**src/mvt_pkg.sv**
```systemverilog
`default_nettype none
package mvt_pkg;

    localparam int ELEM_W     = 32;
    localparam int LANES      = 4;
    localparam int LANE_W     = 2;
    localparam int ROW_IDX_W  = 2;
    localparam int DIM_DEF    = 4;
    localparam int FRAC_DEF   = 16;

    localparam int IN_DATA_W  = ((ROW_IDX_W + LANES * ELEM_W + 7) / 8) * 8;
    localparam int OUT_DATA_W = ((LANES * ELEM_W + 7) / 8) * 8;

    localparam logic OP_LOAD  = 1'b0;
    localparam logic OP_XFORM = 1'b1;

    localparam logic signed [ELEM_W-1:0] ELEM_MAX = {1'b0, {(ELEM_W-1){1'b1}}};
    localparam logic signed [ELEM_W-1:0] ELEM_MIN = {1'b1, {(ELEM_W-1){1'b0}}};

    typedef logic signed [ELEM_W-1:0] elem_t;

    typedef struct packed {
        logic              mul_en;
        logic              last;
        logic [LANE_W-1:0] lane;
    } mac_ctl_t;

    typedef struct packed {
        logic              valid;
        logic [LANE_W-1:0] lane;
        elem_t             value;
        logic              clip;
    } mac_res_t;

endpackage
`default_nettype wire

```
**src/matrix_vector_transform_core.sv**
```systemverilog
`default_nettype none
// Holds a DIM x DIM matrix of signed fixed-point elements (FRAC_BITS fraction bits),
// all zero after reset. An item with s_tuser = 0 writes the matrix row named by its
// row index (an index at or beyond DIM is dropped) and gives no result.
// An item with s_tuser = 1 carries a vector and gives one result: element i is the
// saturated sum over j of (row i element j * vector element j) >>> FRAC_BITS, and
// m_tuser flags any clipped element; with DIM = 3 the fourth element is zero. A single
// 32x32 multiplier and accumulator serve every product, one per cycle in S_MUL; each
// matrix row is first read from the row RAM in S_RD. A transform runs S_RD and S_MUL
// for each row, then S_FIN, and then waits in S_OUT until the result register is free.
// s_tready is low while a transform is in progress.
module matrix_vector_transform_core #(
    parameter int DIM       = mvt_pkg::DIM_DEF,
    parameter int FRAC_BITS = mvt_pkg::FRAC_DEF
) (
    input  wire logic                           aclk,
    input  wire logic                           aresetn,
    input  wire logic                           s_tvalid,
    output logic                                s_tready,
    // row_index[1:0], elem_zero, elem_one, elem_two, elem_three, zero fill
    input  wire logic [mvt_pkg::IN_DATA_W-1:0]  s_tdata,
    // opcode
    input  wire logic                           s_tuser,
    output logic                                m_tvalid,
    input  wire logic                           m_tready,
    // out_zero, out_one, out_two, out_three
    output logic      [mvt_pkg::OUT_DATA_W-1:0] m_tdata,
    // saturated
    output logic                                m_tuser
);
    import mvt_pkg::*;

    localparam int ROW_W   = $clog2(DIM);
    localparam int ROW_BUS = DIM * ELEM_W;
    localparam logic [ROW_W-1:0] LAST_IDX = ROW_W'(DIM - 1);

    localparam logic [2:0] S_IDLE = 3'd0;
    localparam logic [2:0] S_RD   = 3'd1;
    localparam logic [2:0] S_MUL  = 3'd2;
    localparam logic [2:0] S_FIN  = 3'd3;
    localparam logic [2:0] S_OUT  = 3'd4;

    logic [2:0]       state_reg, state_next;
    logic [ROW_W-1:0] row_reg, row_next;
    logic [ROW_W-1:0] col_reg, col_next;
    logic [DIM-1:0]   row_valid_reg;
    logic             rd_valid_reg;
    elem_t            vec_reg [DIM];
    elem_t            res_reg [LANES];
    logic             sat_reg;
    logic             m_tvalid_reg;
    logic [OUT_DATA_W-1:0] m_tdata_reg;
    logic             m_tuser_reg;

    logic               s_xfer;
    logic               load_we;
    logic [ROW_W-1:0]   load_row;
    logic [ROW_BUS-1:0] ram_rdata;
    logic               ram_re;
    logic               out_free;
    logic [OUT_DATA_W-1:0] out_pack;
    elem_t              op_a;
    mac_ctl_t           mac_ctl;
    mac_res_t           mac_res;

    assign s_tready = (state_reg == S_IDLE);
    assign s_xfer   = s_tvalid && s_tready;
    assign load_row = s_tdata[ROW_W-1:0];
    assign load_we  = s_xfer && (s_tuser == OP_LOAD)
                      && ({1'b0, s_tdata[ROW_IDX_W-1:0]} < (ROW_IDX_W + 1)'(DIM));
    assign ram_re   = (state_reg == S_RD);
    assign out_free = !m_tvalid_reg || m_tready;

    mvt_ram #(
        .WIDTH(ROW_BUS),
        .DEPTH(DIM)
    ) u_row_ram (
        .aclk (aclk),
        .we   (load_we),
        .waddr(load_row),
        .wdata(s_tdata[ROW_IDX_W +: ROW_BUS]),
        .re   (ram_re),
        .raddr(row_reg),
        .rdata(ram_rdata)
    );

    assign op_a = rd_valid_reg ? elem_t'(ram_rdata[col_reg * ELEM_W +: ELEM_W]) : '0;

    assign mac_ctl.mul_en = (state_reg == S_MUL);
    assign mac_ctl.last   = (col_reg == LAST_IDX);
    assign mac_ctl.lane   = LANE_W'(row_reg);

    mvt_mac #(
        .FRAC_BITS(FRAC_BITS),
        .DIM      (DIM)
    ) u_mac (
        .aclk   (aclk),
        .aresetn(aresetn),
        .ctl    (mac_ctl),
        .op_a   (op_a),
        .op_b   (vec_reg[col_reg]),
        .res    (mac_res)
    );

    always_comb begin
        state_next = state_reg;
        row_next   = row_reg;
        col_next   = col_reg;
        case (state_reg)
            S_IDLE: begin
                if (s_xfer && (s_tuser == OP_XFORM)) begin
                    state_next = S_RD;
                    row_next   = '0;
                end
            end
            S_RD: begin
                state_next = S_MUL;
                col_next   = '0;
            end
            S_MUL: begin
                col_next = col_reg + 1'b1;
                if (col_reg == LAST_IDX) begin
                    if (row_reg == LAST_IDX) begin
                        state_next = S_FIN;
                    end else begin
                        state_next = S_RD;
                        row_next   = row_reg + 1'b1;
                    end
                end
            end
            S_FIN: begin
                state_next = S_OUT;
            end
            S_OUT: begin
                if (out_free) begin
                    state_next = S_IDLE;
                end
            end
            default: begin
                state_next = S_IDLE;
            end
        endcase
    end

    always_comb begin
        out_pack = '0;
        for (int i = 0; i < LANES; i++) begin
            out_pack[i * ELEM_W +: ELEM_W] = res_reg[i];
        end
    end

    always_ff @(posedge aclk) begin
        if (!aresetn) begin
            state_reg     <= S_IDLE;
            row_reg       <= '0;
            col_reg       <= '0;
            row_valid_reg <= '0;
            rd_valid_reg  <= 1'b0;
            m_tvalid_reg  <= 1'b0;
        end else begin
            state_reg <= state_next;
            row_reg   <= row_next;
            col_reg   <= col_next;
            if (load_we) begin
                row_valid_reg[load_row] <= 1'b1;
            end
            if (ram_re) begin
                rd_valid_reg <= row_valid_reg[row_reg];
            end
            if (state_reg == S_OUT && out_free) begin
                m_tvalid_reg <= 1'b1;
            end else if (m_tready) begin
                m_tvalid_reg <= 1'b0;
            end
        end
    end

    always_ff @(posedge aclk) begin
        if (s_xfer && (s_tuser == OP_XFORM)) begin
            for (int j = 0; j < DIM; j++) begin
                vec_reg[j] <= s_tdata[ROW_IDX_W + j * ELEM_W +: ELEM_W];
            end
            for (int i = 0; i < LANES; i++) begin
                res_reg[i] <= '0;
            end
            sat_reg <= 1'b0;
        end else if (mac_res.valid) begin
            res_reg[mac_res.lane] <= mac_res.value;
            sat_reg               <= sat_reg | mac_res.clip;
        end
        if (state_reg == S_OUT && out_free) begin
            m_tdata_reg <= out_pack;
            m_tuser_reg <= sat_reg;
        end
    end

    assign m_tvalid = m_tvalid_reg;
    assign m_tdata  = m_tdata_reg;
    assign m_tuser  = m_tuser_reg;

    a_xform_starts: assert property (@(posedge aclk) disable iff (!aresetn)
        (s_xfer && s_tuser == OP_XFORM) |=> state_reg == S_RD)
        else $error("transform transfer did not start the row sequence");

    a_load_stays_idle: assert property (@(posedge aclk) disable iff (!aresetn)
        (s_xfer && s_tuser == OP_LOAD) |=> state_reg == S_IDLE)
        else $error("load transfer left the idle state");

    a_mac_in_work: assert property (@(posedge aclk) disable iff (!aresetn)
        mac_res.valid |-> (state_reg == S_RD || state_reg == S_FIN))
        else $error("row sum finished outside a transform");

    a_result_from_out: assert property (@(posedge aclk) disable iff (!aresetn)
        $rose(m_tvalid_reg) |-> $past(state_reg == S_OUT))
        else $error("result presented without a finished transform");

endmodule
`default_nettype wire

```
**src/mvt_ram.sv**
```systemverilog
`default_nettype none
module mvt_ram #(
    parameter int WIDTH = 32,
    parameter int DEPTH = 4
) (
    input  wire logic                     aclk,
    input  wire logic                     we,
    input  wire logic [$clog2(DEPTH)-1:0] waddr,
    input  wire logic [WIDTH-1:0]         wdata,
    input  wire logic                     re,
    input  wire logic [$clog2(DEPTH)-1:0] raddr,
    output logic      [WIDTH-1:0]         rdata
);

    logic [WIDTH-1:0] mem_reg [DEPTH];

    always_ff @(posedge aclk) begin
        if (we) begin
            mem_reg[waddr] <= wdata;
        end
        if (re) begin
            rdata <= mem_reg[raddr];
        end
    end

endmodule
`default_nettype wire

```
**src/mvt_mac.sv**
```systemverilog
`default_nettype none
module mvt_mac #(
    parameter int FRAC_BITS = mvt_pkg::FRAC_DEF,
    parameter int DIM       = mvt_pkg::DIM_DEF
) (
    input  wire logic              aclk,
    input  wire logic              aresetn,
    input  wire mvt_pkg::mac_ctl_t ctl,
    input  wire mvt_pkg::elem_t    op_a,
    input  wire mvt_pkg::elem_t    op_b,
    output mvt_pkg::mac_res_t      res
);
    import mvt_pkg::*;

    localparam int PROD_W  = 2 * ELEM_W;
    localparam int SHIFT_W = PROD_W - FRAC_BITS;
    localparam int ACC_W   = SHIFT_W + $clog2(DIM);

    logic signed [PROD_W-1:0]  prod_reg;
    logic signed [PROD_W-1:0]  prod_next;
    mac_ctl_t                  ctl_reg;
    logic signed [ACC_W-1:0]   acc_reg;
    logic signed [ACC_W-1:0]   acc_next;
    logic signed [SHIFT_W-1:0] term;
    logic signed [ACC_W-1:0]   sum;
    logic                      fits;

    assign prod_next = op_a * op_b;
    assign term      = prod_reg[PROD_W-1:FRAC_BITS];
    assign sum       = acc_reg + ACC_W'(term);
    assign fits      = (&sum[ACC_W-1:ELEM_W-1]) | ~(|sum[ACC_W-1:ELEM_W-1]);

    always_comb begin
        acc_next = acc_reg;
        if (ctl_reg.mul_en) begin
            acc_next = ctl_reg.last ? '0 : sum;
        end
    end

    always_ff @(posedge aclk) begin
        if (!aresetn) begin
            ctl_reg <= '0;
            acc_reg <= '0;
        end else begin
            ctl_reg <= ctl;
            acc_reg <= acc_next;
        end
        if (ctl.mul_en) begin
            prod_reg <= prod_next;
        end
    end

    always_comb begin
        res.valid = ctl_reg.mul_en && ctl_reg.last;
        res.lane  = ctl_reg.lane;
        res.clip  = !fits;
        if (fits) begin
            res.value = sum[ELEM_W-1:0];
        end else begin
            res.value = sum[ACC_W-1] ? ELEM_MIN : ELEM_MAX;
        end
    end

endmodule
`default_nettype wire

```
**config.mk**
```make
export PLATFORM = sky130hd
export DESIGN_NAME = matrix_vector_transform_core
export DESIGN_NICKNAME = d
export VERILOG_FILES = /design/src/mvt_pkg.sv /design/src/matrix_vector_transform_core.sv /design/src/mvt_ram.sv /design/src/mvt_mac.sv
export SDC_FILE = /design/constraint.sdc
export NUM_CORES = 2
export LEC_CHECK = 0
export BUFFER_PORTS_ARGS = -buffer_cell sky130_fd_sc_hd__buf_2
export CAP_MARGIN = 0
export CORE_MARGIN = 1
export CORE_UTILIZATION = 60
export CTS_CLUSTER_SIZE = 12
export DETAILED_ROUTE_END_ITERATION = 7
export GPL_TIMING_DRIVEN = 0
export HOLD_SLACK_MARGIN = 0.02
export PLACE_DENSITY = 0.77
export SKIP_CTS_REPAIR_TIMING = 1
export SYNTH_ARGS = -nofsm -noshare
export SYNTH_HDL_FRONTEND = slang
export SYNTH_SLANG_ARGS = --single-unit
export TNS_END_PERCENT = 5
```
**constraint.sdc**
```tcl
create_clock -name aclk -period 24.7 [get_ports aclk]
set_input_delay 1.235 -clock aclk [delete_from_list [all_inputs] [get_ports aclk]]
set_output_delay 1.235 -clock aclk [all_outputs]
set_load 0.05 [all_outputs]
```
==> out/results.ini <==
[timing]
rsz0062_at_grt=no
setup_violations=0
fin_skew_ps=90.8
final.setup.worst_slack_ps=8320
slew_violations=25
post-route-period-util_pct=66.3
max_freq_mhz=61.1
hold_ws_ps=386
hold_violations=0
relSlewSlack_pct=-3.76
period_minus_slack_ps=16380
worst_slew_pin_slew_ps=1550

[synthesis]
yosysTopAreaCellShare_pct=40.6
syn_area_mm2=0.0794
ys_async_sr_fraction_pct=0
ys_seq_area_share_pct=42.3
syn_inst=6353
synth_common_cells=1082 x fa_1, 1073 x edfxtp_1, 983 x inv_1, 637 x nor2_1, 624 x nand2_1
ys_types=90
yosysMostFrequentCell=fa_1
synth-edff-count=1073
yosys_most_used_dff=edfxtp_1
syn_nets=7807
synth-seq-cells=1143
avgSynthCellArea_um2=12.5
yosysWarningCount=0
yosys.area.top_type=edfxtp_1
synth.area.top_cells=edfxtp_1 41%, fa_1 27%, inv_1 4.6%, mux4_2 4.0%, ha_1 3.6%

[floorplan]
rows=133
die_h_um=366
io_pins=272
die_area_mm2=0.134
core_mm2=0.131
dieWidth_um=366
start_util_pct=60.4

[status]
violations=capacitance limit, slew limit
status=complete, but fails checks

[route]
routed_via_density=6.25
wl_um=275000
wire_per_inst_um=31.8
vias=53967
firstDrtPassIters=8
ant_nets=0
dr.first_iter.drc_count=6229
drc=0

[clock_tree]
numCtsBuffers=112
htree_levels=3
cts_root_buffer=clkbuf_16
cts_tree=built
path_clk_slew_ps=60
ctsLongestPathBuffers=3
clkSinkCount=1143
clk_latency_ps=780

[placement]
portBuffers=265
gp_congestion=1.05
dp.cells=8429
hpwl_um=213000
dpl-instance-area_mm2=0.0838
pre_cts_slack_ps=9000

[global_routing]
gr-total-overflow=0
first_global_vias=56289
grt_pass1_wl_um=391000
grt_max_degree=72
antenna_found_initial=31
grt_usage_pct=41.7

[worst_hold_path]
hold_path_depth=0
hold_start=res_reg[2][20]
holdPathEnd=m_tdata[84]
min_path_type=reg2reg

[worst_setup_path]
crit_path_max_incr_delay_ps=1050
critPathLaunchType=flop
r2r_end=u_mac.prod_reg[62]
critPathMaxFanout=10
endpoint_kind=flop
crit_buf_inv=10
worstPathArrival_ps=16720
path_class=reg2reg
reg2reg_slack_ps=8320
critical-path-slowest-cell=a211oi_2
r2r_cells=35
cp.required_ps=25040
cpMostUsedCell=fa_1
crit_family=buffers and inverters
r2r_start=col_reg[0]

[pwr]
p_leak_nw=35.7
ir_drop_v=0.000105
totalPowerFinal_mw=4.25
p_per_area_mw_per_mm2=48.7

[finish]
finalNonFillerCells=8633
largest_reg_flops=512
nets=8247
drive_above_1_share_pct=10.7
design_area_mm2=0.0872
syn_to_final_growth_pct=9.80

[job]
maxCapViolCount=6

-- worst max-delay path by stage --
stage                  from                       end  slack (ps)  depth (start not counted)
5_1_grt          col_reg[0]        u_mac.prod_reg[62]        8440                         37
6_report         col_reg[0]        u_mac.prod_reg[62]        8320                         35
3_5_place_dp     col_reg[0]        u_mac.prod_reg[62]        9000                         35
3_3_place_gp     s_tdata[1]  u_row_ram.mem_reg[0][21]         -40                          2
2_1_floorplan  state_reg[1]   u_row_ram.mem_reg[0][0]        9770                          4
4_1_cts          col_reg[0]        u_mac.prod_reg[62]        8970                         35
-- cell usage in the layout, fill, tap and decap left out, types with 16 or more instances in the layout --
master / count
and2_1: 56
clkbuf_16: 112
edfxtp_1: 1073
nor4_1: 16
dfxtp_1: 70
mux2i_1: 60
and3_1: 23
o21a_1: 38
nand2b_1: 50
o21ai_1: 33
xor2_1: 39
nand2_1: 620
buf_4: 28
clkbuf_1: 283
o21ai_0: 84
mux2_2: 54
nor2_1: 630
diode_2: 21
fa_1: 1081
nor2b_1: 82
xnor2_1: 67
o22ai_1: 80
ha_1: 231
nor3_1: 28
inv_1: 981
nand4_1: 44
mux4_2: 141
nand3_1: 28
buf_1: 32
a21oi_1: 150
buf_2: 286
a21o_1: 59
-- metrics by stage --
stage          setup TNS, ps  util, %
3_3_place_gp           -1710     63.1
6_report                   0     66.3
5_1_grt                    0     66.3
2_1_floorplan              0        -
4_1_cts                    0     66.3
3_5_place_dp               0     63.7
-- logic make-up after synthesis --
| family | Yosys count | share of synthesized area (%) |
|---|---|---|
| multiplexers | 255 | 5.52 |
| XOR/XNOR | 106 | 1.17 |
| buffers and inverters | 1294 | 6.18 |
| AO/OA/AOI/OAI | 580 | 4.70 |
| AND/OR/NAND/NOR | 1662 | 9.20 |
| adder cells (fa/ha/maj) | 1313 | 30.9 |
| flip-flops | 1143 | 42.3 |
-- where the power goes --
| group | switching, mW | total (mW) | internal [mW] |
|---|---|---|---|
| logic | 0.347 | 0.478 | 0.130 |
| registers | 0.0164 | 2.19 | 2.17 |
| clock network | 0.737 | 1.59 | 0.849 |
-- cell type report --
cell class,count,area [um2]
tap,1755,2200
clock buffer,147,2950
buffer,310,1210
fill,9639,44200
clock inverter,31,340
timing repair buffer,326,2150
antenna,21,52.6
sequential,1143,33600
multi-input combinational,3916,41000
inverter,984,3700
-- layer usage --
metal	GRT usage, %	wire length [um]	up-vias
li1	-	-	21826
met1	51.4	96600	27466
met2	65.5	126000	3769
met3	10.4	29600	884
met4	28.2	22100	22
met5	0	151	-
No activity file was read; power rests on OpenSTA's default activity.
